--- src/hw/rtl/i2cms_pkg.sv ---
`default_nettype none
// ----------------------------------------------------------------------------
// I2C master sequencer package
// Command codes, phase numbers and the sequencer state record.
// ----------------------------------------------------------------------------
package i2cms_pkg;

    typedef enum logic [2:0] {
        KIND_TICK      = 3'd0,
        KIND_START     = 3'd1,
        KIND_STOP      = 3'd2,
        KIND_WRITE     = 3'd3,
        KIND_READ      = 3'd4,
        KIND_SEND_ACK  = 3'd5,
        KIND_SEND_NACK = 3'd6,
        KIND_READ_ACK  = 3'd7
    } kind_t;

    localparam logic [2:0] PH_FIRST  = 3'd0;
    localparam logic [2:0] PH_SECOND = 3'd1;
    localparam logic [2:0] PH_THIRD  = 3'd2;
    localparam logic [2:0] PH_FOURTH = 3'd3;

    localparam logic [3:0]  BITS_PER_BYTE  = 4'd8;
    localparam logic [15:0] HALF_PERIOD_RST = 16'd50;

    // cmd == KIND_TICK means idle
    typedef struct packed {
        kind_t       cmd;
        logic [2:0]  phase;
        logic [3:0]  bit_idx;
        logic [7:0]  shift;
        logic [15:0] ticks;
        logic        scl_low;
        logic        sda_low;
        logic        ack;
        logic [7:0]  read_hold;
    } seq_state_t;

endpackage : i2cms_pkg
`default_nettype wire

--- src/hw/rtl/i2cms_step.sv ---
`default_nettype none
// ----------------------------------------------------------------------------
// I2C master sequencer step
// Next state and done flag for one beat: command launch or one tick.
// ----------------------------------------------------------------------------
module i2cms_step
    import i2cms_pkg::*;
(
    input  wire seq_state_t  cur,
    input  wire logic [2:0]  kind,
    input  wire logic [7:0]  data_byte,
    input  wire logic        sda_in,
    input  wire logic [15:0] half_period,
    output seq_state_t  nxt,
    output logic        done
);

    kind_t       kind_k;
    logic [16:0] ticks_inc;
    logic [16:0] period;
    logic [3:0]  bit_inc;
    logic [7:0]  shifted;
    logic        finished;

    assign kind_k = kind_t'(kind);

    always_comb
    begin
        nxt       = cur;
        done      = 1'b0;
        finished  = 1'b0;
        ticks_inc = {1'b0, cur.ticks} + 17'd1;
        period    = (half_period == 16'd0) ? 17'd1 : {1'b0, half_period};
        bit_inc   = cur.bit_idx + 4'd1;
        shifted   = {cur.shift[6:0], 1'b0};

        if (cur.cmd == KIND_TICK)
        begin
            if (kind_k != KIND_TICK)
            begin
                nxt.cmd     = kind_k;
                nxt.phase   = PH_FIRST;
                nxt.bit_idx = 4'd0;
                nxt.ticks   = 16'd0;
                case (kind_k)
                    KIND_START:
                    begin
                        nxt.scl_low = 1'b0;
                        nxt.sda_low = 1'b0;
                    end
                    KIND_STOP, KIND_SEND_ACK:
                    begin
                        nxt.scl_low = 1'b1;
                        nxt.sda_low = 1'b1;
                    end
                    KIND_WRITE:
                    begin
                        nxt.shift   = data_byte;
                        nxt.scl_low = 1'b1;
                        nxt.sda_low = ~data_byte[7];
                    end
                    KIND_READ:
                    begin
                        nxt.shift = 8'd0;
                    end
                    KIND_SEND_NACK:
                    begin
                        nxt.scl_low = 1'b1;
                        nxt.sda_low = 1'b0;
                    end
                    default:
                    begin
                        nxt.scl_low = 1'b0;
                        nxt.sda_low = 1'b0;
                    end
                endcase
            end
        end
        else if (kind_k == KIND_TICK)
        begin
            if (ticks_inc >= period)
            begin
                nxt.ticks = 16'd0;
                case (cur.cmd)
                    KIND_START:
                    begin
                        if (cur.phase == PH_FIRST)
                        begin
                            nxt.phase   = PH_SECOND;
                            nxt.scl_low = 1'b0;
                            nxt.sda_low = 1'b1;
                        end
                        else
                        begin
                            finished = 1'b1;
                        end
                    end
                    KIND_STOP:
                    begin
                        if (cur.phase == PH_FIRST)
                        begin
                            nxt.phase   = PH_SECOND;
                            nxt.scl_low = 1'b0;
                            nxt.sda_low = 1'b1;
                        end
                        else if (cur.phase == PH_SECOND)
                        begin
                            nxt.phase   = PH_THIRD;
                            nxt.scl_low = 1'b0;
                            nxt.sda_low = 1'b0;
                        end
                        else
                        begin
                            finished = 1'b1;
                        end
                    end
                    KIND_WRITE:
                    begin
                        if (cur.phase == PH_FIRST)
                        begin
                            nxt.phase   = PH_SECOND;
                            nxt.scl_low = 1'b0;
                        end
                        else if (cur.phase == PH_SECOND)
                        begin
                            nxt.shift   = shifted;
                            nxt.bit_idx = bit_inc;
                            nxt.scl_low = 1'b1;
                            if (bit_inc < BITS_PER_BYTE)
                            begin
                                nxt.phase   = PH_FIRST;
                                nxt.sda_low = ~shifted[7];
                            end
                            else
                            begin
                                nxt.phase = PH_THIRD;
                            end
                        end
                        else
                        begin
                            finished = 1'b1;
                        end
                    end
                    KIND_READ:
                    begin
                        if (cur.phase == PH_FIRST)
                        begin
                            nxt.phase   = PH_SECOND;
                            nxt.sda_low = 1'b0;
                        end
                        else if (cur.phase == PH_SECOND)
                        begin
                            nxt.phase   = PH_THIRD;
                            nxt.scl_low = 1'b0;
                            nxt.sda_low = 1'b0;
                        end
                        else if (cur.phase == PH_THIRD)
                        begin
                            // sample at the end of SCL high
                            nxt.shift   = {cur.shift[6:0], sda_in};
                            nxt.phase   = PH_FOURTH;
                            nxt.scl_low = 1'b1;
                            nxt.sda_low = 1'b0;
                        end
                        else
                        begin
                            nxt.bit_idx = bit_inc;
                            if (bit_inc < BITS_PER_BYTE)
                            begin
                                nxt.phase   = PH_THIRD;
                                nxt.scl_low = 1'b0;
                                nxt.sda_low = 1'b0;
                            end
                            else
                            begin
                                nxt.read_hold = cur.shift;
                                finished      = 1'b1;
                            end
                        end
                    end
                    KIND_SEND_ACK, KIND_SEND_NACK:
                    begin
                        if (cur.phase == PH_FIRST)
                        begin
                            nxt.phase   = PH_SECOND;
                            nxt.scl_low = 1'b0;
                        end
                        else if (cur.phase == PH_SECOND)
                        begin
                            nxt.phase   = PH_THIRD;
                            nxt.scl_low = 1'b1;
                        end
                        else
                        begin
                            finished = 1'b1;
                        end
                    end
                    KIND_READ_ACK:
                    begin
                        if (cur.phase == PH_FIRST)
                        begin
                            nxt.ack     = sda_in;
                            nxt.phase   = PH_SECOND;
                            nxt.scl_low = 1'b1;
                            nxt.sda_low = 1'b0;
                        end
                        else
                        begin
                            finished = 1'b1;
                        end
                    end
                    default:
                    begin
                        finished = 1'b1;
                    end
                endcase

                if (finished)
                begin
                    nxt.cmd     = KIND_TICK;
                    nxt.phase   = PH_FIRST;
                    nxt.bit_idx = 4'd0;
                    done        = 1'b1;
                end
            end
            else
            begin
                nxt.ticks = ticks_inc[15:0];
            end
        end
    end

endmodule : i2cms_step
`default_nettype wire

--- src/hw/rtl/i2c_master_sequencer.sv ---
`default_nettype none
// Results are registered in the cycle after their input beat is taken.
// Throughput: one input beat per cycle; the result register frees up in the
// same cycle it is drained, so a stall only holds the input side while the
// result register is full and not taken.
// Reset: asynchronous, active low; idle, both lines released, ACK sample 1,
// half period 50 ticks.
// ----------------------------------------------------------------------------
// I2C master sequencer
// Open-drain SCL/SDA phase sequencer driven by tick and command beats.
// ----------------------------------------------------------------------------
module i2c_master_sequencer
    import i2cms_pkg::*;
(
    input  wire logic        clk,
    input  wire logic        rst_n,
    // configuration: half period in ticks
    input  wire logic        cfg_write_en,
    input  wire logic [15:0] cfg_write_data,
    // input beats
    input  wire logic        in_valid,
    output      logic        in_ready,
    input  wire logic [2:0]  kind,
    input  wire logic [7:0]  data_byte,
    input  wire logic        sda_in,
    // result beats
    output      logic        out_valid,
    input  wire logic        out_ready,
    output      logic        scl_low,
    output      logic        sda_low,
    output      logic        busy_res,
    output      logic        done_res,
    output      logic [7:0]  read_data,
    output      logic        ack_bit
);

    logic [15:0] half_period_reg;
    seq_state_t  state_reg;
    seq_state_t  state_next;
    logic        done_next;
    logic        out_valid_reg;
    logic        accept;

    // result register
    logic        scl_low_reg;
    logic        sda_low_reg;
    logic        busy_reg;
    logic        done_reg;
    logic [7:0]  read_data_reg;
    logic        ack_reg;

    // take a beat whenever the result register is empty or being drained
    assign in_ready = ~out_valid_reg | out_ready;
    assign accept   = in_valid & in_ready;

    i2cms_step u_step (
        .cur         (state_reg),
        .kind        (kind),
        .data_byte   (data_byte),
        .sda_in      (sda_in),
        .half_period (half_period_reg),
        .nxt         (state_next),
        .done        (done_next)
    );

    always_ff @(posedge clk or negedge rst_n)
    begin
        if (!rst_n)
        begin
            half_period_reg <= HALF_PERIOD_RST;
        end
        else if (cfg_write_en)
        begin
            half_period_reg <= cfg_write_data;
        end
    end

    // sequencer state advances only on an accepted beat
    always_ff @(posedge clk or negedge rst_n)
    begin
        if (!rst_n)
        begin
            state_reg.cmd       <= KIND_TICK;
            state_reg.phase     <= PH_FIRST;
            state_reg.bit_idx   <= 4'd0;
            state_reg.shift     <= 8'd0;
            state_reg.ticks     <= 16'd0;
            state_reg.scl_low   <= 1'b0;
            state_reg.sda_low   <= 1'b0;
            state_reg.ack       <= 1'b1;
            state_reg.read_hold <= 8'd0;
        end
        else if (accept)
        begin
            state_reg <= state_next;
        end
    end

    always_ff @(posedge clk or negedge rst_n)
    begin
        if (!rst_n)
        begin
            out_valid_reg <= 1'b0;
        end
        else if (accept)
        begin
            out_valid_reg <= 1'b1;
        end
        else if (out_ready)
        begin
            out_valid_reg <= 1'b0;
        end
    end

    // result payload: no reset needed, qualified by out_valid
    always_ff @(posedge clk)
    begin
        if (accept)
        begin
            scl_low_reg   <= state_next.scl_low;
            sda_low_reg   <= state_next.sda_low;
            busy_reg      <= (state_next.cmd != KIND_TICK);
            done_reg      <= done_next;
            read_data_reg <= state_next.read_hold;
            ack_reg       <= state_next.ack;
        end
    end

    assign out_valid = out_valid_reg;
    assign scl_low   = scl_low_reg;
    assign sda_low   = sda_low_reg;
    assign busy_res  = busy_reg;
    assign done_res  = done_reg;
    assign read_data = read_data_reg;
    assign ack_bit   = ack_reg;

endmodule : i2c_master_sequencer
`default_nettype wire
--- config.mk ---
export PLATFORM = sky130hd
export DESIGN_NAME = i2c_master_sequencer
export DESIGN_NICKNAME = d
export VERILOG_FILES = /design/src/hw/rtl/i2cms_pkg.sv /design/src/hw/rtl/i2cms_step.sv /design/src/hw/rtl/i2c_master_sequencer.sv
export SDC_FILE = /design/constraint.sdc
export NUM_CORES = 1
export LEC_CHECK = 0
export BUFFER_PORTS_ARGS = -buffer_cell sky130_fd_sc_hd__buf_2
export CORE_ASPECT_RATIO = 2
export CORE_MARGIN = 2
export CORE_UTILIZATION = 40
export DETAILED_ROUTE_END_ITERATION = 7
export GPL_TIMING_DRIVEN = 0
export PLACE_DENSITY = 0.57
export SYNTH_ARGS = -nofsm -noshare
export SYNTH_HDL_FRONTEND = slang
export SYNTH_HIERARCHICAL = 1
export SYNTH_SLANG_ARGS = --single-unit
--- constraint.sdc ---
create_clock -name clk -period 7.8 [get_ports clk]
set_input_delay 1.56 -clock clk [delete_from_list [all_inputs] [get_ports clk]]
set_output_delay 1.56 -clock clk [all_outputs]
set_load 0.05 [all_outputs]
**Word level (Yosys, flattened, before mapping)**

Index checks and enable logic that the tools add are counted.

- Register bits: 75
- Latch bits: 0
- Bits in writable memories: 0
- Memory bits (read-only): 0
- Output and inout bits: 15
- Logic and storage cells: 145
- Memories: 0

- Add/sub/neg operators: 2
- Multipliers: 0
- Div/mod/pow operators: 0
- $lt $le $gt $ge: 2
- Equality and inequality tests: 30
- Shift operators: 0
- Mux-type cells: 65
- Bitwise gates (word level): 7
- Reductions and logical operators: 22

Operators by type and width:

| operator | number |
|---|---|
| $mux 36 | 2 |
| $mux 8 | 6 |
| $mux 45 | 1 |
| $mux 12 | 3 |
| $mux 16 | 2 |
| $mux 3 | 9 |
| $pmux 12 s2 | 1 |
| $eq 3x3->1 const B | 7 |
| $mux 1 | 21 |
| $mux 18 | 1 |
| $add 16x1->17 const B | 1 |
| $ge 17x17->1 | 1 |
| $logic_not 16->1 | 1 |
| $mux 2 | 8 |
| $ne 4x3->1 const B | 4 |
| $pmux 8 s2 | 1 |
| $eq 3x2->1 const B | 5 |
| $mux 15 | 1 |
| $pmux 3 s4 | 1 |
| $mux 11 | 1 |
| $reduce_and 11->1 | 1 |
| $mux 10 | 1 |
| $ne 5x1->1 const B | 2 |
| $reduce_and 10->1 | 1 |
| 28 further kinds | 46 |

**Logic depth before layout (Yosys ltp)**

Gate-level depths: netlist of run 1.

- Depth in word-level cells: 15
- Mapped depth: 16

**Hierarchy**

Netlist of run 1, hierarchy kept.

Modules (own cells, without submodules):

| module | instances | cells an instance | area an instance (sq um) | sequential area each (sq um) |
|---|---|---|---|---|
| i2c_master_sequencer | 1 | 147 | 2876.5 | 1946.9 |
| i2cms_step | 1 | 347 | 2254.7 | 0.0 |

**Least setup slack after synthesis of run 1**

OpenSTA, ideal clock, no wires.

- Kind: reg-to-reg
- Start point: register state_reg[11] in the netlist's numbering
- End point: register state_reg[0] in the netlist's numbering
- Data arrival time: 3.667 ns
- Required time: 7.675 ns
- Setup slack: 4.008 ns
- Stages on the path, launching flop included: 17
- Cells stage by stage: dfrtp_1 ha_1 nand2_1 nor2_1 and3_1 and3_1 xor2_1 ha_1 and3_1 a221o_1 nand3_1 a41oi_4 or2_2 buf_2 nand3_2 mux2_2 mux2_4

RTL lines:

| item | RTL line | RTL |
|---|---|---|
| from (decl) | i2c_master_sequencer.sv:38 | `seq_state_t state_reg;` |
| from (signal assigned) | i2c_master_sequencer.sv:95 | `state_reg <= state_next;` |

==> results of run 1 <==
==> worst max path at each step <==
stage                    to     startpoint  slack [ns]  cells past startpoint
3_5_place_dp   state_reg[2]  state_reg[11]        3.37                     16
4_1_cts        state_reg[1]  state_reg[11]        3.35                     14
5_1_grt            busy_res  state_reg[11]        3.01                     14
6_report       state_reg[1]  state_reg[11]        3.37                     14
2_1_floorplan  state_reg[0]  state_reg[11]        4.01                     16
3_3_place_gp   state_reg[1]  state_reg[11]        3.42                     16
==> worst max-delay path, cell delays in order, from the launching register on <==
cell and delay, ns:
dfrtp_1 0.47, nand3_1 0.29, nor3_1 0.48, nand3_1 0.29, xnor2_1 0.21, ha_1 0.32, and3_1 0.19, a221o_1 0.36
nand3_1 0.15, a41oi_4 0.17, or2_2 0.31, buf_2 0.19, nand3_2 0.23, mux2_2 0.38, mux2_4 0.27
==> cells in the mapped netlist (4+ instances only) <==
master,n,share of area
dfrtp_1,58,0.28
mux2_4,39,0.11
nand2_1,34,0.025
mux2_2,30,0.066
inv_1,28,0.020
nor2_1,26,0.019
o21ai_0,22,0.021
clkbuf_1,19,0.014
nand3_1,19,0.019
ha_1,18,0.044
a22o_1,15,0.026
nor3_1,15,0.015
a21oi_1,13,0.013
edfxtp_1,13,0.076
o221ai_1,11,0.019
xnor2_1,10,0.017
xor2_1,8,0.014
a21o_1,7,0.010
or3_1,7,0.0085
buf_2,6,0.0059
a21boi_0,5,0.0073
nand4_1,5,0.0061
nor2b_1,5,0.0061
o211ai_1,5,0.0073
and3_1,4,0.0049
buf_6,4,0.0088
dfstp_2,4,0.020
mux2i_1,4,0.0078
==> cell families after synthesis <==
family                     count (synthesis)  share of synthesized area
AOI/OAI and AO/OA                        110                      0.160
xor gates and xnor gates                  18                     0.0307
adders and majority gates                 18                     0.0439
buffers and inverters                     59                     0.0512
DFF                                       75                      0.379
muxes                                     74                      0.190
and+or+nand+nor                          140                      0.145
==> per-stage QoR <==
stage / hold slack, ns / instance area, um^2 / setup slack [ns] / std cells
after CTS: 0.509 / 5870 / 3.35 / 705
after global routing: 0.517 / 5870 / 3.01 / 705
after floorplan: 0.474 / 5130 / 4.01 / 494
after global placement: 0.482 / 5540 / 3.42 / 689
after detailed placement: 0.492 / 5550 / 3.37 / 689
final: 0.506 / 5870 / 3.37 / 705
==> power groups by stage <==
stage,Clock [mW],Combinational [mW],Sequential (mW)
6_report,0.457,0.510,0.512
5_1_grt,0.479,0.556,0.521
4_1_cts,0.467,0.506,0.513
3_5_place_dp,0,0.504,0.519
3_3_place_gp,0,0.494,0.517
2_1_floorplan,0,0.352,0.520
==> layout make-up <==
| type | count | area (um^2) | area share |
|---|---|---|---|
| clock buffer | 10 | 229 | 0.0390 |
| inverter | 28 | 105 | 0.0179 |
| multi-input combinational | 360 | 2920 | 0.498 |
| tap | 150 | 188 | 0.0320 |
| clock inverter | 6 | 90.1 | 0.0154 |
| buffer | 31 | 158 | 0.0269 |
| sequential | 75 | 1950 | 0.332 |
| timing repair buffer | 45 | 228 | 0.0388 |
==> layer usage <==
layer | up-vias | wire length, um | share of wire | global-route usage
li1 | 1947 | - | - | -
met1 | 2052 | 4960 | 0.36 | 0.210
met2 | 144 | 7620 | 0.55 | 0.393
met3 | 57 | 482 | 0.035 | 0.0327
met4 | 0 | 887 | 0.064 | 0.133
met5 | - | 0 | 0 | 0
==> results.txt, run 1 <==
----------------------------------------------------
[Run status]
  Result of the run ... complete, but fails checks
  Failing checks ... capacitance limit

[Routing]
  Number of DRC violations after detailed routing ... 0
  Routed via count ... 4200
  Routed Wire Length ... 14.0 mm
  DR pass1 iterations ... 4
  Number of antenna-violating nets in the routed design ... 0
  Average wire length per cell after detail routing ... 19.8 um
  Iteration-0 DRC Markers ... approximately 230
  Vias per inst ... approximately 6.0

[Worst setup path]
  Arrival time of the worst setup path ... roughly 4.7 ns
  Worst reg2reg path endpoint ... state_reg[1]
  Worst-case register-to-register setup slack ... between 3 and 4 ns
  Reg2reg start ... state_reg[11]
  Sort of element at the end of the critical path ... register
  CP max FO ... 9
  Kind of start point of the critical path ... register
  Data required time at the worst endpoint ... between 8 and 9 ns
  Path type of the worst setup path ... register to register
  Reg2Reg Depth ... 14

[Synth]
  Flip-flop and latch count after synthesis ... between 70 and 80
  Proportion of synthesized flip-flops having asynchronous set or reset ... 0.827
  Post-synth top flop ... dfrtp_1
  Count of unique library cells instantiated by Yosys ... 70
  Sequential share of the synthesized area ... 0.379
  Average size of a mapped cell ... 10.4 um^2
  Synth Cell Area ... between 5000 and 6000 um^2
  Synth Warn # ... 6
  Post-synth EDFFs ... 13
  Instance count of the mapped netlist ... 494
  Post-synthesis net count ... between 500 and 600

[STA]
  Total negative slack for setup checks ... 0 ns
  Measured slew at the worst slew-check pin ... approximately 1.5 ns
  Final critical path time including I/O delays and setup ... around 4.4 ns
  Share of the clock period used by the worst path after layout ... 0.568
  Setup repair after global routing missed its margin ... false
  Fmax ... 226 MHz
  Relative slew margins ... 0.00986
  Count of final hold-check violations ... 0
  Final setup violation count ... 0
  Final Slew Violations ... 0
  Final Skew ... a little over 0.009 ns

[Clock tree]
  Total number of clock tree sinks ... 75
  Number of buffers between clock root and the deepest sink ... 2
  CTS Hold Buffers Added ... 0
  CTS tree ... built
  Quantity of gates resized following cts ... 0
  H-tree levels ... 3
  Root buffer cell ... clkbuf_16
  Clk slew on worst S/H paths ... 0.06 ns
  Number of buffers inserted by post-CTS setup repair ... 0
  Clock latency on the worst-skew pair ... around 0.34 ns
  Clock buffer count from CTS ... 9

[Die]
  Row count ... 58
  Die span in x ... 84.1 um
  Initial cell density of the core ... 0.409
  Area of the die ... 13800 um^2
  DIE HEIGHT ... approximately 160 um
  Area inside the core boundary ... 12600 um^2
  Top-Level Pins ... 48

[Power]
  Static Leak ... 2.73 nW
  Worst vdd rail ir drop ... 0.000118 V
  Part of the power in registers ... 0.347
  Relative contribution of the clock network to total power ... 0.309
  Cell internal power dissipation ... 942 uW
  Share of power burned in combinational logic ... 0.345
  Pwr dens ... 252 nW/um^2
  Fraction of power spent switching nets ... 0.363
  Sw Pwr ... approximately 540 uW
  Design Power ... ~1.5 mW

[Hold path]
  Hold Crit Depth ... 1
  Hold Startpoint ... state_reg[1]
  Worst hold endpoint ... state_reg[1]
  Hold Crit Class ... register to register

[Final layout]
  Most used cells in the layout excluding fill and tap cells ... dfrtp_1, buf_2, mux2_4
  Number of antenna cells inserted ... 0
  Count of fill cells added during filler insertion ... between 1000 and 1500
  Leading cell type in the layout, fill and taps excluded ... dfrtp_1
  Flip-flop count of the largest register after layout ... 45
  Final core utilization ... 0.467
  Fraction of final layout cells sized beyond drive strength 1 ... 0.281
  Total Nets Final ... about 600
  Area grow syn2layout ... 14.3%

[Placement]
  Routability congestion estimate ... approximately 0.91
  Port Buf Inserts ... 45
  Post-DP HPWL ... 10.3 mm

[Global route]
  Antenna violations before repair ... 0
  Wire length of the first global-routing pass ... 22.5 mm
  Maximum number of pins on one net before global-route repair ... 63
  Total routing usage reported by global routing ... 0.209
  Via count of the first global-routing pass ... about 4400
  Grt ovf ... 0

[Run]
  Max-capacitance violation count ... 1

----------------------------------------------------
No activity file was read; power rests on OpenSTA's default activity.
==> inputs of run 2 (changes only) <==
==> constraint.sdc (replaced) <==
create_clock -name clk -period 4.55 [get_ports clk]
set_input_delay 0.91 -clock clk [delete_from_list [all_inputs] [get_ports clk]]
set_output_delay 0.91 -clock clk [all_outputs]
set_load 0.05 [all_outputs]
==> results.txt, run 2 (same netlist as run 1, synthesis figures left out) <==
----------------------------------------------------
[Worst setup path]
  Critical Path Sink ... state_reg[1]
  Path type of the worst setup path ... register to register
  Worst reg2reg path endpoint ... state_reg[1]
  Worst-case register-to-register setup slack ... between 0.15 and 0.2 ns
  Arrival time of the worst setup path ... about 4.6 ns
  Cells along the critical path ... ha_2 -> nand2_1 -> nor2_1 -> and3_1 -> and3_1 -> xor2_1 -> ha_1 -> and3_1 -> a221o_1 -> nand3_1 -> a41oi_4 -> or2_2 -> buf_2 -> nand3_2 -> mux2_2 -> mux2_4
  Kind of start point of the critical path ... register
  Setup crit start ... state_reg[11]
  Data required time at the worst endpoint ... approximately 4.8 ns
  Critical-path cell with the highest stage delay ... dfrtp_1
  Sort of element at the end of the critical path ... register
  Reg2reg start ... state_reg[11]
  Most frequent CP cell ... and3_1
  Largest incremental delay on the critical path ... ~0.47 ns
  CP max FO ... 9
  Reg2Reg Depth ... 16

[Final layout]
  Area grow syn2layout ... 15.0%
  Leading cell type in the layout, fill and taps excluded ... dfrtp_1
  Fraction of final layout cells sized beyond drive strength 1 ... 0.290
  Number of antenna cells inserted ... 0
  Post-route design area ... 5900 um^2
  Total Nets Final ... ~600
  Non-Filler Instances ... 708
  Flip-flop count of the largest register after layout ... 45
  Most used cells in the layout excluding fill and tap cells ... dfrtp_1, buf_2, mux2_4
  Final core utilization ... 0.470

[Clock tree]
  H-tree levels ... 3
  Clk slew on worst S/H paths ... around 0.060 ns
  Number of buffers between clock root and the deepest sink ... 2
  Total number of clock tree sinks ... 75
  CTS tree ... built
  Clock buffer count from CTS ... 9
  Root buffer cell ... clkbuf_16
  Clock latency on the worst-skew pair ... between 0.3 and 0.4 ns

[Die]
  Area of the die ... ~14000 um^2
  Row count ... slightly below 60
  Area inside the core boundary ... between 10000 and 15000 um^2
  Top-Level Pins ... 48
  Die span in x ... approximately 84 um
  Initial cell density of the core ... 0.409
  DIE HEIGHT ... 164 um

[Global route]
  Grt met1 use ... 0.210
  Fraction of met2 tracks used by global routing ... 0.393
  Grt ovf ... 0
  Busiest layer in global routing ... met2
  Antenna violations before repair ... 0
  Via count of the first global-routing pass ... between 4000 and 5000
  Maximum number of pins on one net before global-route repair ... 63
  Wire length of the first global-routing pass ... about 23 mm
  Met3 usage ... 0.0327
  Total routing usage reported by global routing ... 0.209

[STA]
  Final critical path time including I/O delays and setup ... 4.38 ns
  Final Skew ... approximately 0.0093 ns
  Final Slew Violations ... 0
  Final setup violation count ... 0
  Share of the clock period used by the worst path after layout ... 0.963
  Count of final hold-check violations ... 0
  Setup repair after global routing missed its margin ... true
  Fmax ... 228 MHz
  Worst hold slack after final layout ... between 0.5 and 0.6 ns
  Total negative slack for setup checks ... 0 ns
  Setup slack after layout ... 0.170 ns
  Relative slew margins ... 0.0131
  Measured slew at the worst slew-check pin ... between 1 and 1.5 ns

[Routing]
  Vias per inst ... a little under 6
  Number of DRC violations after detailed routing ... 0
  Average wire length per cell after detail routing ... between 15 and 20 um
  Iteration-0 DRC Markers ... ~240
  Number of antenna-violating nets in the routed design ... 0
  Routed via count ... approximately 4200
  DR pass1 iterations ... 4
  Routed Wire Length ... between 10 and 15 mm

[Run status]
  Result of the run ... complete, but fails checks
  Failing checks ... capacitance limit

[Hold path]
  Hold Crit Class ... register to register
  Hold Crit Depth ... 1

[Placement]
  Post-DP HPWL ... a little over 10 mm
  Total instance count after detailed placement ... just under 700
  Routability congestion estimate ... about 0.91
  Port Buf Inserts ... 45
  Placed cell areas ... ~5500 um^2
  Worst setup slack before clock tree synthesis ... about 0.12 ns

[Power]
  Worst vdd rail ir drop ... between 0.0002 and 0.00025 V
  Pwr dens ... 430 nW/um^2
  Static Leak ... 2.76 nW
  Design Power ... about 2.5 mW

[Run]
  Max-capacitance violation count ... 1

----------------------------------------------------
[run 2: cell types whose count changed in the layout (fill, tap and decap cells not counted), sizes merged]
cell / delta
buf: +3
[run 2: cell type report]
cell class | instances | area [um^2]
clock inverters | 6 | 90.1
fillers | 1208 | 6650
flip-flops and latches | 75 | 1950
plain buffers | 31 | 159
inverters | 28 | 105
well taps | 150 | 188
multi-input cells | 360 | 2940
repair buffers | 48 | 250
clock buffers | 10 | 229
[run 2: power breakdown]
part	leakage (nW)	internal [mW]	switching, mW
sequential	0.925	0.780	0.0982
combinational	1.68	0.353	0.525
clock	0.153	0.483	0.300
[run 2: timing repair]
action,CTS,global route
endpoints found under the hold margin,0,0
buffers inserted,0,3
endpoints found under the setup margin,0,35
gates resized for setup,0,5
hold buffers,0,0
[run 2: per-layer routing]
layer  wire (um)  vias to the layer above
li1            -                     1953
met1        4870                     2035
met2        7670                      145
met3         562                       58
met4         859                        0
met5           0                        -
[run 2: worst min-delay path by stage]
stage | start | end | slack, ns
6_report | state_reg[1] | state_reg[1] | 0.51
5_1_grt | state_reg[1] | state_reg[1] | 0.52
4_1_cts | state_reg[7] | state_reg[7] | 0.51
3_5_place_dp | state_reg[1] | state_reg[1] | 0.49
3_3_place_gp | state_reg[7] | state_reg[7] | 0.48
2_1_floorplan | state_reg[7] | state_reg[7] | 0.47
[run 2: worst max-delay path: cells and delay by family (launching register included)]
kind	cells	cell delay, ns
AND/OR/NAND/NOR	8	1.68
multiplexers	2	0.65
adder cells (fa/ha/maj)	2	0.53
AO/OA/AOI/OAI	2	0.53
flip-flops	1	0.47
XOR/XNOR	1	0.21
buffers and inverters	1	0.19
==> inputs of run 3 (changes only) <==
--- a/config.mk
+++ b/config.mk
@@ -8,10 +8,10 @@
 export BUFFER_PORTS_ARGS = -buffer_cell sky130_fd_sc_hd__buf_2
 export CORE_ASPECT_RATIO = 2
 export CORE_MARGIN = 2
-export CORE_UTILIZATION = 40
+export CORE_UTILIZATION = 45
 export DETAILED_ROUTE_END_ITERATION = 7
 export GPL_TIMING_DRIVEN = 0
-export PLACE_DENSITY = 0.57
+export PLACE_DENSITY = 0.62
 export SYNTH_ARGS = -nofsm -noshare
 export SYNTH_HDL_FRONTEND = slang
 export SYNTH_HIERARCHICAL = 1
==> results.txt, run 3 (same netlist as run 1, synthesis figures left out) <==
----------------------------------------------------
[Final layout]
  Register Area ... around 2000 um^2
  Fraction of final layout cells sized beyond drive strength 1 ... 0.294
  Flip-flop count of the largest register after layout ... 45
  Leading cell type in the layout, fill and taps excluded ... dfrtp_1
  Combined area of the multi-input logic cells ... between 2000 and 3000 um^2
  Number of antenna cells inserted ... 0
  Most used cells in the layout excluding fill and tap cells ... dfrtp_1, buf_2, mux2_4
  Count of fill cells added during filler insertion ... approximately 1000
  Total Nets Final ... approximately 600
  Area grow syn2layout ... 14.6%

[Die]
  Area inside the core boundary ... about 11000 um^2
  Area of the die ... ~12000 um^2
  Initial cell density of the core ... 0.457
  DIE HEIGHT ... ~160 um
  Row count ... 55
  Die span in x ... a little under 80 um
  Top-Level Pins ... 48

[Routing]
  Routed via count ... around 4200
  Detailed-routed wire length on met3 ... between 500 and 600 um
  Metal1 wirelength ... between 4 and 5 mm
  Detail Route met2 WL ... approximately 7.8 mm
  Uppermost routed layer ... met4
  DR pass1 iterations ... 4
  Iteration-0 DRC Markers ... approximately 270
  Average wire length per cell after detail routing ... a little under 20 um
  Routed Wire Length ... between 10 and 15 mm
  Vias per inst ... 6.02
  Number of antenna-violating nets in the routed design ... 0
  Number of DRC violations after detailed routing ... 0

[Global route]
  Via count of the first global-routing pass ... 4289
  Wire length of the first global-routing pass ... about 22 mm
  Maximum number of pins on one net before global-route repair ... 63
  Total routing usage reported by global routing ... 0.231
  Antenna violations before repair ... 0
  Grt ovf ... 0

[Clock tree]
  Clk slew on worst S/H paths ... approximately 0.06 ns
  Clock latency on the worst-skew pair ... between 0.3 and 0.4 ns
  Number of buffers between clock root and the deepest sink ... 2
  CTS tree ... built
  Clock buffer count from CTS ... 9
  Root buffer cell ... clkbuf_16
  Total number of clock tree sinks ... 75
  H-tree levels ... 3

[Worst setup path]
  Top Family by Delay on Critical Path ... simple AND/OR/NAND/NOR gates
  Sort of element at the end of the critical path ... register
  Path type of the worst setup path ... register to register
  Arrival time of the worst setup path ... 4.54 ns
  Number of buffers and inverters on the critical path ... 1
  Critical-path cell with the highest stage delay ... dfrtp_2
  Worst-case register-to-register setup slack ... between 0.2 and 0.25 ns
  Kind of start point of the critical path ... register
  Cells along the critical path ... ha_2 -> nand2_1 -> nor2_1 -> and3_1 -> and3_1 -> xor2_2 -> ha_1 -> and3_1 -> a221o_1 -> nand3_1 -> a41oi_4 -> or2_2 -> buf_2 -> nand3_4 -> mux2_2 -> mux2_4
  Reg2reg start ... state_reg[11]
  Largest incremental delay on the critical path ... between 0.4 and 0.5 ns
  Most frequent CP cell ... and3_1
  Data required time at the worst endpoint ... 4.77 ns
  Reg2Reg Depth ... 16
  CP max FO ... 9
  Worst reg2reg path endpoint ... state_reg[0]

[Run]
  Max-capacitance violation count ... 0

[STA]
  Measured slew at the worst slew-check pin ... 1.35 ns
  Final Skew ... between 0.01 and 0.015 ns
  Fmax ... about 230 MHz
  Share of the clock period used by the worst path after layout ... 0.948
  Final setup violation count ... 0
  Final Slew Violations ... 0
  Total negative slack for setup checks ... 0 ns
  Count of final hold-check violations ... 0
  Final critical path time including I/O delays and setup ... between 4 and 5 ns
  Setup repair after global routing missed its margin ... false
  Relative slew margins ... 0.0949
  Worst hold slack after final layout ... between 0.5 and 0.6 ns

[Hold path]
  Hold Startpoint ... state_reg[7]
  Hold Crit Class ... register to register
  Worst hold endpoint ... state_reg[7]
  Hold Crit Depth ... 1

[Placement]
  Port Buf Inserts ... 45
  Post-DP HPWL ... 10.2 mm
  Routability congestion estimate ... roughly 0.9

[Power]
  Pwr dens ... between 400 and 500 nW/um^2
  Relative contribution of the clock network to total power ... 0.295
  Fraction of power spent switching nets ... 0.367
  Static Leak ... approximately 2.7 nW
  Share of power burned in combinational logic ... 0.350
  Part of the power in registers ... 0.355
  Sw Pwr ... 905 uW
  Cell internal power dissipation ... ~1.6 mW
  Worst vdd rail ir drop ... 0.000254 V

[Run status]
  Result of the run ... completed

----------------------------------------------------
run 3: repair_timing:
item | CTS | global route
hold endpoints to repair | 0 | 0
setup buffers | 0 | 2
endpoints found under the setup margin | 0 | 35
resized for setup | 0 | 6
hold buffers | 0 | 0
run 3: worst register-to-register path: cells and delay by family, from the launching register on:
| kind | cells | cell delay [ns] |
|---|---|---|
| xor gates and xnor gates | 1 | 0.23 |
| DFF | 1 | 0.45 |
| muxes | 2 | 0.65 |
| buffers and inverters | 1 | 0.20 |
| adders and majority gates | 2 | 0.52 |
| AOI/OAI and AO/OA | 2 | 0.52 |
| and+or+nand+nor | 8 | 1.62 |
run 3: power groups by stage:
stage / Combinational, mW / Sequential [mW] / Clock (mW)
after floorplan: 0.604 / 0.892 / 0
final: 0.864 / 0.877 / 0.727
after global routing: 0.938 / 0.891 / 0.771
after global placement: 0.833 / 0.880 / 0
after detailed placement: 0.847 / 0.885 / 0
after CTS: 0.852 / 0.873 / 0.742
run 3: how the worst max path moves through the flow:
stage                  start            to  slack, ns  depth (start not counted)
2_1_floorplan  state_reg[11]  state_reg[0]       0.76                         16
3_3_place_gp   state_reg[11]  state_reg[0]       0.09                         16
3_5_place_dp   state_reg[11]  state_reg[0]       0.05                         16
4_1_cts        state_reg[11]  state_reg[6]       0.01                         16
5_1_grt        state_reg[13]      busy_res       0.07                         14
6_report       state_reg[11]  state_reg[0]       0.23                         16
run 3: layer usage:
metal / vias to the layer above / global-route usage
li1: 1940 / -
met4: 0 / 0.144
met2: 153 / 0.437
met5: - / 0
met1: 2069 / 0.221
met3: 47 / 0.0418
run 3: through the flow:
stage               setup slack (ns)  std cells   util  cell area (um^2)  total power, mW
floorplan                      0.758        494      -              5130             1.50
global placement              0.0910        681  0.493              5530             1.71
detailed placement            0.0481        681  0.494              5540             1.73
CTS                           0.0109        697  0.520              5840             2.47
global route                  0.0687        699  0.524              5880             2.60
finish                         0.235        699  0.524              5880             2.47
run 3: cell type report:
cell class,count,area share
multi-input combinational,360,0.501
sequential,75,0.331
timing repair buffer,47,0.0413
clock buffer,9,0.0383
tap,142,0.0302
buffer,31,0.0268
inverter,28,0.0179
clock inverter,7,0.0128
